### src/rtl/ycc2rgb_pkg.sv
// ---------------------------------------------------------------------------
// ycc2rgb_pkg
// Shared widths, offsets and arithmetic helpers for the YCbCr to RGB converter.
// ---------------------------------------------------------------------------
package ycc2rgb_pkg;

   localparam int SAMPLE_W = 16;   // luma and chroma sample width
   localparam int CH_W     = 20;   // working width of the channel sums
   localparam int PIX_W    = 8;    // output channel width

   localparam logic signed [CH_W-1:0] R_OFFSET = CH_W'(819);
   localparam logic signed [CH_W-1:0] B_OFFSET = CH_W'(1024);
   localparam logic [PIX_W-1:0]       CH_MAX   = PIX_W'(255);

   typedef logic signed [CH_W-1:0] chan_type;

   // Arithmetic shift right that rounds toward zero, like a signed C division
   // by a power of two. Called with constant shift amounts only.
   function automatic chan_type trunc_shr(input chan_type x, input int unsigned k);
      chan_type bias;
      bias = x[CH_W-1] ? ((CH_W'(1) << k) - CH_W'(1)) : '0;
      return (x + bias) >>> k;
   endfunction

endpackage

### src/rtl/ycc2rgb_clamp.sv
// ---------------------------------------------------------------------------
// ycc2rgb_clamp
// Saturates one signed channel sum to an 8-bit level: zero or below gives 0,
// otherwise the value divided by four, capped at full scale.
// ---------------------------------------------------------------------------
module ycc2rgb_clamp
   import ycc2rgb_pkg::*;
(
   input  chan_type         value,
   output logic [PIX_W-1:0] level
);

   logic non_pos;
   logic over;

   assign non_pos = value[CH_W-1] | (value == '0);
   // value >> 2 exceeds full scale when any bit above the 8-bit window is set
   assign over    = |value[CH_W-2:PIX_W+2];

   always_comb begin
      if (non_pos) begin
         level = '0;
      end else if (over) begin
         level = CH_MAX;
      end else begin
         level = value[PIX_W+1:2];
      end
   end

endmodule

### src/rtl/ycbcr_to_rgb_pixel_convert.sv
// Throughput: one pixel per cycle while rsp_tready does not stall; four
//   register stages (chroma select, red/blue sums, green sum, saturation
//   into the output register) from an accepted req_ transaction to rsp_tvalid.
// A stall on rsp_tready holds each occupied stage with no empty stage after it; other stages still advance and fill.
// Reset clears all stage valid bits and sets chroma_halved to 0.
// ---------------------------------------------------------------------------
// ycbcr_to_rgb_pixel_convert
// Pipelined conversion of one signed YCbCr pixel to 8-bit blue, green, red,
// with optional averaging of half-width chroma on odd columns other than the last.
// ---------------------------------------------------------------------------
module ycbcr_to_rgb_pixel_convert
   import ycc2rgb_pkg::*;
(
   input  logic        clock,
   input  logic        reset,
   // req_tdata: luma[15:0], cb_here[31:16], cr_here[47:32],
   //            cb_right[63:48], cr_right[79:64]
   input  logic [79:0] req_tdata,
   input  logic        req_tuser,   // odd_column
   input  logic        req_tlast,   // last_column
   input  logic        req_tvalid,
   output logic        req_tready,
   // rsp_tdata: blue[7:0], green[15:8], red[23:16]
   output logic [23:0] rsp_tdata,
   output logic        rsp_tvalid,
   input  logic        rsp_tready,
   input  logic        csr_data,    // chroma_halved
   input  logic        csr_valid,
   output logic        csr_ready
);

   typedef logic signed [SAMPLE_W-1:0] sample_type;
   typedef logic signed [SAMPLE_W:0]   sum17_type;

   // configuration register
   logic chroma_halved_ff, chroma_halved_in;

   // stage enables
   logic en1, en2, en3, en_out;

   // stage 1: selected chroma
   logic       s1_valid_ff, s1_valid_in;
   sample_type s1_y_ff, s1_cb_ff, s1_cr_ff;
   sample_type s1_cb_in, s1_cr_in;

   // stage 2: red and blue sums
   logic       s2_valid_ff, s2_valid_in;
   sample_type s2_y_ff;
   chan_type   s2_r_ff, s2_b_ff, s2_r_in, s2_b_in;

   // stage 3: green sum
   logic       s3_valid_ff, s3_valid_in;
   chan_type   s3_r_ff, s3_b_ff, s3_g_ff, s3_g_in;

   // output register
   logic        rsp_valid_ff, rsp_valid_in;
   logic [23:0] rsp_data_ff, rsp_data_in;

   sample_type in_y, in_cb, in_cr, in_cb_r, in_cr_r;
   sum17_type  cb_sum, cr_sum;
   chan_type   cr_x, cb_x, y2, y3;
   logic [PIX_W-1:0] blue_lvl, green_lvl, red_lvl;

   // ---------------- handshake ----------------
   assign en_out     = !rsp_valid_ff || rsp_tready;
   assign en3        = !s3_valid_ff || en_out;
   assign en2        = !s2_valid_ff || en3;
   assign en1        = !s1_valid_ff || en2;
   assign req_tready = en1;
   assign csr_ready  = 1'b1;

   assign chroma_halved_in = (csr_valid && csr_ready) ? csr_data : chroma_halved_ff;

   assign s1_valid_in  = en1 ? req_tvalid  : s1_valid_ff;
   assign s2_valid_in  = en2 ? s1_valid_ff : s2_valid_ff;
   assign s3_valid_in  = en3 ? s2_valid_ff : s3_valid_ff;
   assign rsp_valid_in = en_out ? s3_valid_ff : rsp_valid_ff;

   // ---------------- stage 1: chroma select ----------------
   assign in_y    = req_tdata[15:0];
   assign in_cb   = req_tdata[31:16];
   assign in_cr   = req_tdata[47:32];
   assign in_cb_r = req_tdata[63:48];
   assign in_cr_r = req_tdata[79:64];

   assign cb_sum = sum17_type'(in_cb) + sum17_type'(in_cb_r);
   assign cr_sum = sum17_type'(in_cr) + sum17_type'(in_cr_r);

   always_comb begin
      if (chroma_halved_ff && req_tuser && !req_tlast) begin
         // halve toward zero: add one to negative sums before the shift
         s1_cb_in = SAMPLE_W'((cb_sum + sum17_type'(cb_sum[SAMPLE_W])) >>> 1);
         s1_cr_in = SAMPLE_W'((cr_sum + sum17_type'(cr_sum[SAMPLE_W])) >>> 1);
      end else begin
         s1_cb_in = in_cb;
         s1_cr_in = in_cr;
      end
   end

   // ---------------- stage 2: red and blue ----------------
   assign cr_x = chan_type'(s1_cr_ff);
   assign cb_x = chan_type'(s1_cb_ff);
   assign y2   = chan_type'(s1_y_ff);

   assign s2_r_in = y2 + cr_x + trunc_shr(cr_x, 1) + trunc_shr(cr_x, 3) - R_OFFSET;
   assign s2_b_in = y2 + (cb_x <<< 1) - B_OFFSET;

   // ---------------- stage 3: green ----------------
   assign y3 = chan_type'(s2_y_ff);

   assign s3_g_in = (y3 <<< 1) - trunc_shr(y3, 2) - trunc_shr(s2_r_ff, 1)
                    - trunc_shr(s2_b_ff, 2) - trunc_shr(s2_b_ff, 4);

   // ---------------- stage 4: saturate ----------------
   ycc2rgb_clamp u_clamp_blue  (.value(s3_b_ff), .level(blue_lvl));
   ycc2rgb_clamp u_clamp_green (.value(s3_g_ff), .level(green_lvl));
   ycc2rgb_clamp u_clamp_red   (.value(s3_r_ff), .level(red_lvl));

   assign rsp_data_in = en_out ? {red_lvl, green_lvl, blue_lvl} : rsp_data_ff;
   assign rsp_tdata   = rsp_data_ff;
   assign rsp_tvalid  = rsp_valid_ff;

   // ---------------- registers ----------------
   always_ff @(posedge clock) begin
      if (reset) begin
         chroma_halved_ff <= 1'b0;
         s1_valid_ff      <= 1'b0;
         s2_valid_ff      <= 1'b0;
         s3_valid_ff      <= 1'b0;
         rsp_valid_ff     <= 1'b0;
      end else begin
         chroma_halved_ff <= chroma_halved_in;
         s1_valid_ff      <= s1_valid_in;
         s2_valid_ff      <= s2_valid_in;
         s3_valid_ff      <= s3_valid_in;
         rsp_valid_ff     <= rsp_valid_in;
      end
   end

   // payload: load on advance, hold otherwise
   always_ff @(posedge clock) begin
      if (en1) begin
         s1_y_ff  <= in_y;
         s1_cb_ff <= s1_cb_in;
         s1_cr_ff <= s1_cr_in;
      end
      if (en2) begin
         s2_y_ff <= s1_y_ff;
         s2_r_ff <= s2_r_in;
         s2_b_ff <= s2_b_in;
      end
      if (en3) begin
         s3_r_ff <= s2_r_ff;
         s3_b_ff <= s2_b_ff;
         s3_g_ff <= s3_g_in;
      end
      rsp_data_ff <= rsp_data_in;
   end

endmodule
### config.mk
export PLATFORM = sky130hd
export DESIGN_NAME = ycbcr_to_rgb_pixel_convert
export DESIGN_NICKNAME = d
export VERILOG_FILES = /design/src/rtl/ycc2rgb_pkg.sv /design/src/rtl/ycc2rgb_clamp.sv /design/src/rtl/ycbcr_to_rgb_pixel_convert.sv
export SDC_FILE = /design/constraint.sdc
export NUM_CORES = 1
export LEC_CHECK = 0
export ABC_AREA = 1
export BUFFER_PORTS_ARGS = -buffer_cell sky130_fd_sc_hd__buf_2
export CORE_UTILIZATION = 50
export DETAILED_ROUTE_END_ITERATION = 10
export PLACE_DENSITY = 0.68
export SLEW_MARGIN = 15
export SYNTH_ARGS = -nofsm -noshare
export SYNTH_HDL_FRONTEND = slang
export SYNTH_HIERARCHICAL = 1
export SYNTH_SLANG_ARGS = --single-unit
### constraint.sdc
create_clock -name clock -period 5.7 [get_ports clock]
set_clock_uncertainty 0.1 [all_clocks]
set_input_delay 0.285 -clock clock [delete_from_list [all_inputs] [get_ports clock]]
set_output_delay 0.285 -clock clock [all_outputs]
set_load 0.01 [all_outputs]
Word level (Yosys, flattened, before mapping)

Index checks and enable logic that the tools add are counted.

Bits in registers: 193
Output and inout port bits: 27
Logic and storage cells: 68

Add/sub/neg operators: 20
Mux-type cells: 11
Bitwise logic cells: 3
Reduce and logical (&&, ||, !) cells: 17

Operators with widths:

| operator                                                              | number |
|---|---|
| 20-bit zero test                                                      | 3 |
| 16-bit by 16-bit adder with 17-bit output                             | 3 |
| 17-bit by 1-bit adder with 17-bit output                              | 2 |
| 16-bit 2-to-1 mux                                                     | 2 |
| 9-bit OR reduction                                                    | 3 |
| 8-bit 2-to-1 mux                                                      | 3 |
| 20-bit by 2-bit adder with 20-bit output                              | 1 |
| 20-bit by 3-bit adder with 20-bit output                              | 1 |
| 20-bit by 5-bit adder with 20-bit output                              | 1 |
| 18-bit by 19-bit subtractor with 20-bit output                        | 1 |
| 19-bit by 11-bit subtractor with 20-bit output, second input constant | 1 |
| 20-bit by 16-bit subtractor with 20-bit output                        | 1 |
| 20-bit by 18-bit subtractor with 20-bit output                        | 1 |
| 18-bit by 14-bit adder with 19-bit output                             | 1 |
| 18-bit by 12-bit subtractor with 19-bit output, second input constant | 1 |
| 16-bit by 17-bit adder with 18-bit output                             | 1 |
| 17-bit by 16-bit adder with 18-bit output                             | 1 |
| 17-bit by 15-bit subtractor with 18-bit output                        | 1 |
| 16-bit by 2-bit adder with 17-bit output                              | 1 |
| 16-bit by 3-bit adder with 17-bit output                              | 1 |
| 16-bit by 4-bit adder with 17-bit output                              | 1 |
| 1-bit zero test                                                       | 5 |
| 1-bit logical OR                                                      | 4 |
| 2-bit 2-to-1 mux                                                      | 2 |
| other kinds (5)                                                       | 9 |

Depth between registers and ports, before layout

Gate-level depths: netlist of run 1.

Word-level depth: 6
Gate-level depth with buffers: 29

Hierarchy

The synthesis of run 1 kept the hierarchy.

Modules (own cells, without submodules):

| module                     | instances | cells an instance | area an instance (µm²) | sequential area each (µm²) |
|---|---|---|---|---|
| ycbcr_to_rgb_pixel_convert | 1         | 1735              | 15889.0                | 5655.4 |
| ycc2rgb_clamp              | 3         | 37                | 162.7                  | 0.0 |

Least setup slack after synthesis of run 1

OpenSTA, ideal clock, no wires.

Path type: register to register
Start point: reg s2_b_ff[18]
End point: reg s3_g_ff[16] (data pin)
Setup time: 0.262 ns
Arrival: 4.815 ns
Slack: 0.523 ns
Stages on the path, launching flop included: 29
Buffers on the path: 0
Path through: edfxtp_1 > ha_1 > inv_1 > o21ai_2 > inv_2 > nor2_4 > nand2_2 > nor2_4 > inv_2 > nor2_4 > nand2_2 > nor2_1 > inv_1 > nand2_1 > nand2_1 > fa_1 > fa_1 > inv_1 > fa_1 > inv_1 > ha_1 > nand2_1 > nor2_1 > o21ai_0 > o211ai_1 > a31oi_1 > o21ai_0 > a21oi_1 > xor2_1

Word-level cells in the longest chain between the ends: 3
Elaborated cells between the ends (all ways): 4

RTL lines:

| element                                            | line                              | RTL |
|---|---|---|
| from (decl)                                        | ycbcr_to_rgb_pixel_convert.sv:49  | `chan_type s2_r_ff, s2_b_ff, s2_r_in, s2_b_in;` |
| from (signal assigned)                             | ycbcr_to_rgb_pixel_convert.sv:150 | `s2_b_ff <= s2_b_in;` |
| 20-bit by 3-bit adder with 20-bit output           | ycc2rgb_pkg.sv:22                 | `return (x + bias) >>> k;` |
| 20-bit by 18-bit subtractor with 20-bit output     | ycbcr_to_rgb_pixel_convert.sv:112 | `- trunc_shr(s2_b_ff, 2) - trunc_shr(s2_b_ff, 4);` |
| 20-bit by 16-bit subtractor with 20-bit output (*) | ycbcr_to_rgb_pixel_convert.sv:112 |  |
| named net s3_g_in[16]                              | ycbcr_to_rgb_pixel_convert.sv:53  | `chan_type s3_r_ff, s3_b_ff, s3_g_ff, s3_g_in;` |
| to (signal assigned)                               | ycbcr_to_rgb_pixel_convert.sv:155 | `s3_g_ff <= s3_g_in;` |
| to (decl)                                          | ycbcr_to_rgb_pixel_convert.sv:53  |  |

The timed path passes the listed nets; every way through them passes the cells marked *.
A chain may end at the register's enable or synchronous reset.

Final worst setup path of run 1

Start point: reg s1_cr_ff[15]
End point: reg s2_r_ff[13] (data pin)

Word-level cells in the longest chain between the ends: 5
Elaborated cells between the ends (all ways): 7

RTL lines:

| element                                            | line                              | RTL |
|---|---|---|
| from (decl)                                        | ycbcr_to_rgb_pixel_convert.sv:43  | `sample_type s1_y_ff, s1_cb_ff, s1_cr_ff;` |
| from (signal assigned)                             | ycbcr_to_rgb_pixel_convert.sv:145 | `s1_cr_ff <= s1_cr_in;` |
| 1-bit 2-to-1 mux                                   | ycc2rgb_pkg.sv:21                 | `bias = x[CH_W-1] ? ((CH_W'(1) << k) - CH_W'(1)) : '0;` |
| 16-bit by 2-bit adder with 17-bit output           | ycc2rgb_pkg.sv:22                 |  |
| 17-bit by 16-bit adder with 18-bit output          | ycbcr_to_rgb_pixel_convert.sv:105 | `assign s2_r_in = y2 + cr_x + trunc_shr(cr_x, 1) + trunc_shr(cr_x, 3) - R_OFFSET;` |
| 18-bit by 14-bit adder with 19-bit output (*)      | ycbcr_to_rgb_pixel_convert.sv:105 |  |
| 19-bit by 11-bit subtractor with 20-bit output (*) | ycbcr_to_rgb_pixel_convert.sv:105 |  |
| named net s2_r_in[13]                              | ycbcr_to_rgb_pixel_convert.sv:49  |  |
| to (signal assigned)                               | ycbcr_to_rgb_pixel_convert.sv:149 | `s2_r_ff <= s2_r_in;` |
| to (decl)                                          | ycbcr_to_rgb_pixel_convert.sv:49  |  |

Marked as above.

==> impl_metrics.csv, run 1 <==
group,metric,value,unit
power_and_ir_drop,p_leak,0.00890,uW
power_and_ir_drop,swShare,0.471,
clock_tree,clkSinkCount,190,
timing,min_period_over_period,0.940,
global_routing,antenna_found_initial,0,
worst_setup_path,cpMostUsedCell,"nand2_1",
timing,slew_headroom,0.266,
route,ant_nets,0,
placement,place_ws,0.183,ns
hold_path,hold_class,"in -> reg",
timing,hold_slack,0.0487,ns
die,dieHeight,183,um
cells_and_area,layout-drive-gt1-share,0.113,
cells_and_area,nets,2351,
route,via_per_inst,5.00,
worst_setup_path,critPathTopFamily,"adder cells",
timing,drv_slew,0,
route,routed-via-count,12269,
power_and_ir_drop,p_seq_frac,0.231,
timing,fin_ws,0.344,ns
synth,ys.flop_type,"edfxtp_1",
clock_tree,insertion_delay,0.45,ns
clock_tree,clk_path_buf_depth,2,
synth,synthCells,1846,
worst_setup_path,timing.rr.start,"s1_cr_ff[15]$_DFFE_PP_",
route,drtIter0Drc,404,
worst_setup_path,rrSetupSlack,0.34,ns
global_routing,grt_max_degree,61,
placement,hpwl,29.4,mm
synth,synth_area,16400,um2
worst_setup_path,critical_path_class,"reg -> reg",
worst_setup_path,worstSetupEndpointType,"flop",
cells_and_area,syn2layout_area_growth,12.7,%
placement,gp_congestion,0.924,
synth,yosys_warnings,6,
worst_setup_path,cp_max_fo,4,
synth,syn_avg_cell_area,8.87,um2
die,rows,65,
worst_setup_path,crit_path_max_incr_delay,0.51,ns
worst_setup_path,rr_endpoint,"s2_r_ff[13]$_DFFE_PP_",
worst_setup_path,crit_required,5.79,ns
cells_and_area,regArea,5660,um2
synth,syn-num-nets,2189,
cells_and_area,multi_input_area,9530,um2
synth,ys_types,50,
cells_and_area,final_util,0.579,
synth,synth_edf_count,185,
worst_setup_path,rr_worst_depth,25,
timing,fmax,0.187,GHz
cells_and_area,final_cells,2456,
placement,dpl.cell_count,2395,
global_routing,grt_usage,0.222,
worst_setup_path,crit_start,"s1_cr_ff[15]$_DFFE_PP_",
placement,portBuffers,113,
synth,yosysSeqAreaShare,0.345,
power_and_ir_drop,p_clk_frac,0.098,
hold_path,hold_start,"req_tdata[46]",
synth,synth_seq_cells,190,
timing,tightest_slew,1.10,ns
timing,period_minus_slack,5.36,ns
global_routing,overflow,0,
die,pin_count,115,
worst_setup_path,crit_cells,25,
die,dieArea,33500,um2
clock_tree,cts_tree,"yes",
power_and_ir_drop,cellPowerDensity,657,nW/um2
worst_setup_path,crit_path_start_kind,"flop",
die,dieWidth,183,um
cells_and_area,layout_common_cells,"nand2_1 (353), inv_1 (320), edfxtp_1 (185)",
clock_tree,clk_transition_reported_paths,0.07,ns
power_and_ir_drop,power,12100,uW
timing,hold_violations,0,
route,routedWlPerCell,14.4,um
cells_and_area,fillers,2872,
power_and_ir_drop,p_int,6420,uW
route,drcViolationCount,0,
power_and_ir_drop,p_sw,5710,uW
route,firstDrtPassIters,5,
worst_setup_path,arrival,5.45,ns
worst_setup_path,path_buf_inv,3,
outcome,status,"finished, final reports clean",
timing,finalSetupViolations,0,
clock_tree,htreeDepth,4,
cells_and_area,antenna_cells,0,
power_and_ir_drop,comb_power_share,0.671,
synth,async_reset_ff_frac,0,
clock_tree,cts_buffers,17,
die,core_area,31900,um2
die,start_util,0.514,
global_routing,grt_pass1_vias,12383,
flow_run,cap_violations,0,
cells_and_area,mostFrequentLayoutCell,"nand2_1",
power_and_ir_drop,peakVddDrop,0.548,mV
clock_tree,cts_root_buffer,"clkbuf_16",
route,drt-total-wl,35.4,mm
worst_setup_path,critPathSlowestCell,"fa_1",
worst_setup_path,crit_end,"s2_r_ff[13]$_DFFE_PP_",
global_routing,grt_pass1_wl,58.6,mm
==> cell usage after synthesis, types with 4 or more instances <==
cell	instances	area, um2
a21o_1	10	75.1
a21boi_0	8	60.1
o21bai_1	5	37.5
o2111ai_1	4	35.0
nor2_1	170	638
or2_2	4	25.0
o31ai_1	5	37.5
inv_2	5	18.8
nor2_4	7	78.8
o21ai_0	61	305
nand3_1	70	350
nand2_1	354	1330
xor2_1	102	893
inv_1	322	1210
nor4_1	5	31.3
o21ai_1	13	65.1
nand2_2	10	62.6
clkbuf_1	5	18.8
a31oi_1	13	81.3
edfxtp_1	185	5560
fa_1	94	1880
nand3_2	4	40.0
xnor2_1	45	394
a21oi_1	111	556
nor2_2	12	75.1
dfxtp_1	5	100
ha_1	161	2010
nand4_1	7	43.8
nor3_1	18	90.1
==> worst register-to-register path, delay by kind of cell, from the launching register on <==
kind	cells	cell delay, ns
flops	1	0.47
simple gates	10	1.16
xor+xnor	1	0.15
fa+ha+maj	5	2.10
buf+inv	3	0.23
compound gates	6	0.89
==> cell families after synthesis <==
family	count (synthesis)	synth area share
flops	190	0.345
xor+xnor	147	0.0786
buf+inv	336	0.0772
fa+ha+maj	255	0.238
mux	1	0.000611
other cells	1	0.000229
simple gates	678	0.180
compound gates	238	0.0805
==> what timing repair did <==
action | CTS | global route
resized for setup | 0 | 14
endpoints found under the setup margin | 0 | 12
endpoints found under the hold margin | 21 | 0
buffers inserted | 0 | 9
hold buffers | 20 | 0
==> state kept, by name (all words and copies together), names as in the netlist <==
register	count
rsp_tvalid	1
s3_r_ff	20
s3_valid_ff	1
chroma_halved_ff	1
s2_b_ff	18
s1_cr_ff	16
s2_r_ff	20
s3_b_ff	19
rsp_tdata	24
s2_y_ff	16
s2_valid_ff	1
s1_valid_ff	1
s3_g_ff	20
s1_y_ff	16
s1_cb_ff	16
==> cell type report <==
class / instances / area share
Multi-Input combinational cell: 1320 / 0.516
Sequential cell: 190 / 0.306
Inverter: 330 / 0.0671
Timing Repair Buffer: 149 / 0.0480
Tap cell: 435 / 0.0295
Clock buffer: 18 / 0.0233
Clock inverter: 14 / 0.00929
==> power groups by stage <==
| stage | registers, uW | logic [uW] | clock network, uW |
|---|---|---|---|
| 2_1_floorplan | 2770 | 6100 | 0 |
| 3_3_place_gp | 2820 | 7710 | 0 |
| 3_5_place_dp | 2830 | 7900 | 0 |
| 4_1_cts | 2800 | 7950 | 1220 |
| 5_1_grt | 2850 | 9330 | 1270 |
| 6_report | 2800 | 8140 | 1190 |
==> worst min path at each step <==
| stage | endpoint | depth (start not counted) |
|---|---|---|
| 3_3_place_gp | s2_y_ff[0]$_DFFE_PP_ | 0 |
| 5_1_grt | s1_cr_ff[13]$_DFFE_PP_ | 3 |
| 4_1_cts | s1_cb_ff[12]$_DFFE_PP_ | 3 |
| 2_1_floorplan | rsp_tvalid$_SDFFE_PP0P_ | 1 |
| 3_5_place_dp | s3_r_ff[11]$_DFFE_PP_ | 0 |
| 6_report | s1_cr_ff[14]$_DFFE_PP_ | 3 |
==> stage by stage <==
stage	TNS (ns)	cell area [um2]
final	0	18500
after global routing	-0.0000568	18500
after CTS	0	18300
after detailed placement	0	17500
after global placement	0	17500
after floorplan	0	16400
==> routing by layer <==
layer  share of wire  GRT usage
met1            0.45      0.272
met2            0.50      0.405
met3           0.028     0.0280
met4           0.019     0.0670
met5               0          0
Note: power is estimated with default switching activity, not from simulation.
==> inputs of run 2 (changes only) <==
--- a/config.mk
+++ b/config.mk
@@ -7,10 +7,9 @@
 export LEC_CHECK = 0
 export ABC_AREA = 1
 export BUFFER_PORTS_ARGS = -buffer_cell sky130_fd_sc_hd__buf_2
-export CORE_UTILIZATION = 50
+export CORE_UTILIZATION = 25
 export DETAILED_ROUTE_END_ITERATION = 10
-export PLACE_DENSITY = 0.68
-export SLEW_MARGIN = 15
+export SLEW_MARGIN = 40
 export SYNTH_ARGS = -nofsm -noshare
 export SYNTH_HDL_FRONTEND = slang
 export SYNTH_HIERARCHICAL = 1
==> impl_metrics.csv, run 2 (synthesized netlist as in run 1, its figures left out) <==
group,metric,value,unit
die,start_util,0.254,
power_and_ir_drop,power,11800,uW
clock_tree,clkSinkCount,190,
route,ant_nets,0,
worst_setup_path,crit_required,5.78,ns
global_routing,antenna_found_initial,0,
placement,hpwl,31.7,mm
route,drt-total-wl,37.2,mm
cells_and_area,layout-drive-gt1-share,0.105,
clock_tree,clk_transition_reported_paths,0.07,ns
die,pin_count,115,
worst_setup_path,cp_max_fo,6,
timing,period_minus_slack,5.33,ns
global_routing,grt_max_degree,62,
worst_setup_path,worstSetupEndpointType,"flop",
hold_path,hold_class,"in -> reg",
cells_and_area,fillers,6895,
clock_tree,cts_root_buffer,"clkbuf_16",
worst_setup_path,timing.rr.start,"s2_y_ff[1]$_DFFE_PP_",
clock_tree,cts_buffers,17,
cells_and_area,syn2layout_area_growth,15.1,%
cells_and_area,antenna_cells,0,
clock_tree,insertion_delay,0.44,ns
flow_run,cap_violations,0,
timing,hold_slack,0.0424,ns
timing,min_period_over_period,0.934,
timing,slew_headroom,0.478,
outcome,status,"finished, final reports clean",
timing,setup-tns-final,0,ns
cells_and_area,layout_common_cells,"nand2_1 (353), inv_1 (319), edfxtp_1 (185)",
cells_and_area,final_util,0.292,
timing,finalSetupViolations,0,
hold_path,holdPathEnd,"s1_cb_ff[3]$_DFFE_PP_",
cells_and_area,largest_reg_flops,24,
die,dieHeight,258,um
global_routing,grt_pass1_vias,12023,
placement,gp_congestion,0.901,
die,dieWidth,258,um
worst_setup_path,critical_path_class,"reg -> reg",
hold_path,hold_depth,3,
route,routedWlPerCell,13.0,um
worst_setup_path,rrSetupSlack,0.37,ns
worst_setup_path,crit_path_start_kind,"flop",
clock_tree,htreeDepth,4,
worst_setup_path,arrival,5.41,ns
placement,portBuffers,113,
route,via_per_inst,4.20,
cells_and_area,nets,2343,
timing,tightest_slew,0.782,ns
worst_setup_path,rr_endpoint,"s3_g_ff[17]$_DFFE_PP_",
worst_setup_path,rr_worst_depth,27,
hold_path,hold_start,"req_tdata[19]",
route,drtIter0Drc,484,
power_and_ir_drop,peakVddDrop,0.374,mV
timing,rsz0062_at_grt,"no",
route,drcViolationCount,0,
global_routing,grt_pass1_wl,60.4,mm
power_and_ir_drop,p_leak,0.00884,uW
timing,drv_slew,0,
timing,hold_violations,0,
die,core_area,64600,um2
global_routing,overflow,0,
power_and_ir_drop,cellPowerDensity,625,nW/um2
global_routing,grt_usage,0.113,
clock_tree,cts_tree,"yes",
route,routed-via-count,12049,
cells_and_area,mostFrequentLayoutCell,"nand2_1",
route,firstDrtPassIters,5,
die,rows,93,
clock_tree,clk_path_buf_depth,2,
die,dieArea,66500,um2
timing,fmax,0.188,GHz
-- run 2: changes by cell type in the layout (fill, tap and decap cells not counted), sizes merged --
cell,change
buf,-8
clkinv,-2
clkinvlp,+2
bufinv,+1
inv,-1
-- run 2: worst max-delay path, stage by stage (launching register included) --
cell and delay, ns:
edfxtp_1 0.48, ha_1 0.32, nand3_1 0.07, nand2_1 0.08
inv_2 0.05, nor2_4 0.10, nand2_2 0.09, nor2_4 0.14
nand4_4 0.12, nor2_4 0.16, nand4_4 0.13, nor3_4 0.20
nand2_2 0.08, clkinv_1 0.06, nor2_2 0.08, fa_1 0.55
inv_1 0.05, fa_1 0.52, inv_1 0.05, fa_1 0.49
inv_1 0.04, ha_1 0.34, a21oi_1 0.14, o21ai_0 0.09
a21oi_1 0.13, nand2_1 0.14, a31oi_1 0.19, xor2_1 0.09
-- run 2: worst max-delay path by stage --
stage                           startpoint                    end  slack (ns)  cells past startpoint
floorplan            s2_b_ff[18]$_DFFE_PP_  s3_g_ff[16]$_DFFE_PP_        0.52                     28
global placement      s2_y_ff[1]$_DFFE_PP_  s3_g_ff[18]$_DFFE_PP_        0.35                     27
detailed placement    s2_y_ff[1]$_DFFE_PP_  s3_g_ff[18]$_DFFE_PP_        0.25                     27
CTS                 s1_cr_ff[15]$_DFFE_PP_  s2_r_ff[13]$_DFFE_PP_        0.22                     25
global route        s1_cr_ff[15]$_DFFE_PP_  s2_r_ff[13]$_DFFE_PP_        0.02                     25
finish                s2_y_ff[1]$_DFFE_PP_  s3_g_ff[17]$_DFFE_PP_        0.37                     27
-- run 2: area by class of cell --
| type | count | area, um2 | share of cell area |
|---|---|---|---|
| inverter | 330 | 1240 | 0.0657 |
| clock buffer | 18 | 429 | 0.0228 |
| clock inverter | 14 | 135 | 0.00717 |
| timing repair buffer | 141 | 826 | 0.0438 |
| multi-input combinational | 1320 | 9490 | 0.504 |
| sequential | 190 | 5660 | 0.300 |
| tap | 855 | 1070 | 0.0568 |
-- run 2: repair_timing --
| item | 4_1_cts | 5_1_grt |
|---|---|---|
| endpoints found under the setup margin | 0 | 7 |
| gates resized for setup | 0 | 7 |
| hold buffers | 20 | 0 |
| hold endpoints to repair | 21 | 0 |
| buffers inserted | 0 | 2 |
-- run 2: where the power goes --
| group | leakage [uW] | switching, uW | total, uW | internal, uW |
|---|---|---|---|---|
| logic | 0.00657 | 4660 | 7810 | 3140 |
| clock network | 0.000267 | 553 | 1160 | 612 |
| registers | 0.00200 | 303 | 2810 | 2510 |
-- run 2: layer usage --
metal,vias to the layer above,wire length [um],GRT usage
met5,-,0,0
li1,6326,-,-
met3,36,892,0.0161
met2,146,17800,0.198
met4,0,665,0.0284
met1,5541,17900,0.147
-- run 2: through the flow --
step / instance area, um2 / setup WS (ns) / std cells
3_5_place_dp: 18000 / 0.247 / 2814
3_3_place_gp: 18000 / 0.351 / 2814
2_1_floorplan: 16400 / 0.523 / 1846
5_1_grt: 18800 / 0.0159 / 2868
6_report: 18800 / 0.374 / 2868
4_1_cts: 18800 / 0.217 / 2866
==> inputs of run 3 (changes only) <==
--- a/config.mk
+++ b/config.mk
@@ -5,7 +5,6 @@
 export SDC_FILE = /design/constraint.sdc
 export NUM_CORES = 1
 export LEC_CHECK = 0
-export ABC_AREA = 1
 export BUFFER_PORTS_ARGS = -buffer_cell sky130_fd_sc_hd__buf_2
 export CORE_UTILIZATION = 25
 export DETAILED_ROUTE_END_ITERATION = 10
==> impl_metrics.csv, run 3 <==
group,metric,value,unit
route,via_per_inst,4.35,
cells_and_area,layout_common_cells,"inv_1 (205), edfxtp_1 (179), ha_1 (149)",
worst_setup_path,cp_max_fo,4,
timing,drv_slew,0,
clock_tree,clkSinkCount,184,
clock_tree,clk_path_buf_depth,2,
cells_and_area,largest_reg_flops,24,
timing,tightest_slew,0.708,ns
synth,syn_avg_cell_area,10.2,um2
cells_and_area,syn2layout_area_growth,18.9,%
placement,dpl.cell_count,2496,
timing,slew_headroom,0.528,
placement,gp_congestion,0.859,
clock_tree,cts_tree,"yes",
power_and_ir_drop,cellPowerDensity,696,nW/um2
route,firstDrtPassIters,7,
timing,min_period_over_period,0.979,
placement,place_ws,-0.0611,ns
die,core_area,61700,um2
synth,synthCells,1537,
timing,fmax,0.179,GHz
global_routing,grt_max_degree,66,
cells_and_area,fillers,6386,
placement,portBuffers,113,
global_routing,overflow,0,
worst_setup_path,critical_path_class,"reg -> reg",
die,start_util,0.253,
clock_tree,cts_buffers,17,
power_and_ir_drop,p_leak,0.00781,uW
synth,synth_area,15600,um2
timing,hold_violations,0,
clock_tree,htreeDepth,4,
cells_and_area,nets,2049,
timing,hold_slack,0.0443,ns
cells_and_area,final_util,0.301,
clock_tree,insertion_delay,0.45,ns
cells_and_area,mostFrequentLayoutCell,"inv_1",
placement,place_area,17500,um2
global_routing,grt_pass1_wl,57.0,mm
route,drt-total-wl,35.6,mm
route,drtIter0Drc,500,
worst_setup_path,rrSetupSlack,0.12,ns
hold_path,hold_class,"in -> reg",
synth,syn-num-nets,1880,
clock_tree,clk_transition_reported_paths,0.07,ns
flow_run,cap_violations,0,
die,dieArea,63400,um2
global_routing,antenna_found_initial,3,
die,dieWidth,252,um
global_routing,grt_pass1_vias,11202,
cells_and_area,layout-drive-gt1-share,0.152,
cells_and_area,final_cells,2558,
route,drcViolationCount,0,
worst_setup_path,rr_worst_depth,22,
global_routing,grt_usage,0.113,
route,routedWlPerCell,13.9,um
die,rows,91,
synth,yosys_warnings,6,
cells_and_area,final_cell_area,18600,um2
route,routed-via-count,11128,
placement,hpwl,30.4,mm
worst_setup_path,crit_required,5.79,ns
worst_setup_path,crit_path_start_kind,"flop",
die,dieHeight,252,um
timing,finalSetupViolations,0,
timing,rsz0062_at_grt,"yes",
die,pin_count,115,
timing,period_minus_slack,5.58,ns
outcome,status,"finished, final reports clean",
worst_setup_path,arrival,5.67,ns
timing,fin_ws,0.121,ns
clock_tree,cts_root_buffer,"clkbuf_16",
power_and_ir_drop,peakVddDrop,0.694,mV
worst_setup_path,worstSetupEndpointType,"flop",
hold_path,hold_depth,3,
route,ant_nets,0,
-- run 3: layer usage --
layer / share of wire / vias to the layer above / track usage
met5: 0 / - / 0
li1: - / 5697 / -
met1: 0.46 / 5249 / 0.139
met3: 0.022 / 33 / 0.0138
met4: 0.018 / 0 / 0.0367
met2: 0.50 / 149 / 0.203
-- run 3: cell type report --
cell class | count | area [um2] | share of cell area
multi-input combinational | 1114 | 9550 | 0.515
sequential | 184 | 5480 | 0.295
antenna | 2 | 5.00 | 0.000270
tap | 837 | 1050 | 0.0564
clock inverter | 14 | 139 | 0.00748
inverter | 211 | 795 | 0.0428
clock buffer | 18 | 429 | 0.0231
timing repair buffer | 178 | 1120 | 0.0602
-- run 3: worst paths after layout --
path | start | to
worst max-delay path | s2_y_ff[1]$_DFFE_PP_ | s3_g_ff[19]$_DFFE_PP_
worst min-delay path | req_tdata[18] | s1_cb_ff[2]$_DFFE_PP_
worst max register to register | s2_y_ff[1]$_DFFE_PP_ | s3_g_ff[19]$_DFFE_PP_
worst min register to register | s2_valid_ff$_SDFFE_PP0P_ | s3_valid_ff$_SDFFE_PP0P_
-- run 3: report_power, final --
part	total, uW	switching, uW	internal, uW
logic	8980	4620	4360
registers	2780	394	2390
clock network	1150	540	613
total	12900	5550	7360
-- run 3: timing repair --
| action | CTS | global route |
|---|---|---|
| gates resized for setup | 1 | 50 |
| pin swaps | 5 | 29 |
| hold buffers | 21 | 0 |
| setup endpoints to repair | 1 | 9 |
| buffers inserted | 2 | 5 |
| cloned | 0 | 0 |
| endpoints found under the hold margin | 21 | 0 |
-- run 3: worst max-delay path, stage by stage (launching register included) --
cell and delay, ns:
edfxtp_1 0.43, ha_4 0.30, a31oi_4 0.09, nor3_2 0.23, nand3_2 0.13, nor2_4 0.14, nand3_2 0.12, buf_4 0.17
xnor2_2 0.13, fa_1 0.51, fa_1 0.54, inv_1 0.05, fa_1 0.49, inv_1 0.04, ha_1 0.34, nand3_1 0.16
a31oi_4 0.05, o41ai_4 0.28, a21oi_2 0.12, or4b_4 0.49, a31o_1 0.20, a21oi_2 0.13, xnor2_1 0.07
-- run 3: metrics by stage --
step	total power, uW	setup TNS (ns)
floorplan	9040	0
global placement	10900	0
detailed placement	11100	-0.0611
CTS	12400	0
global route	14200	-0.126
finish	12900	0
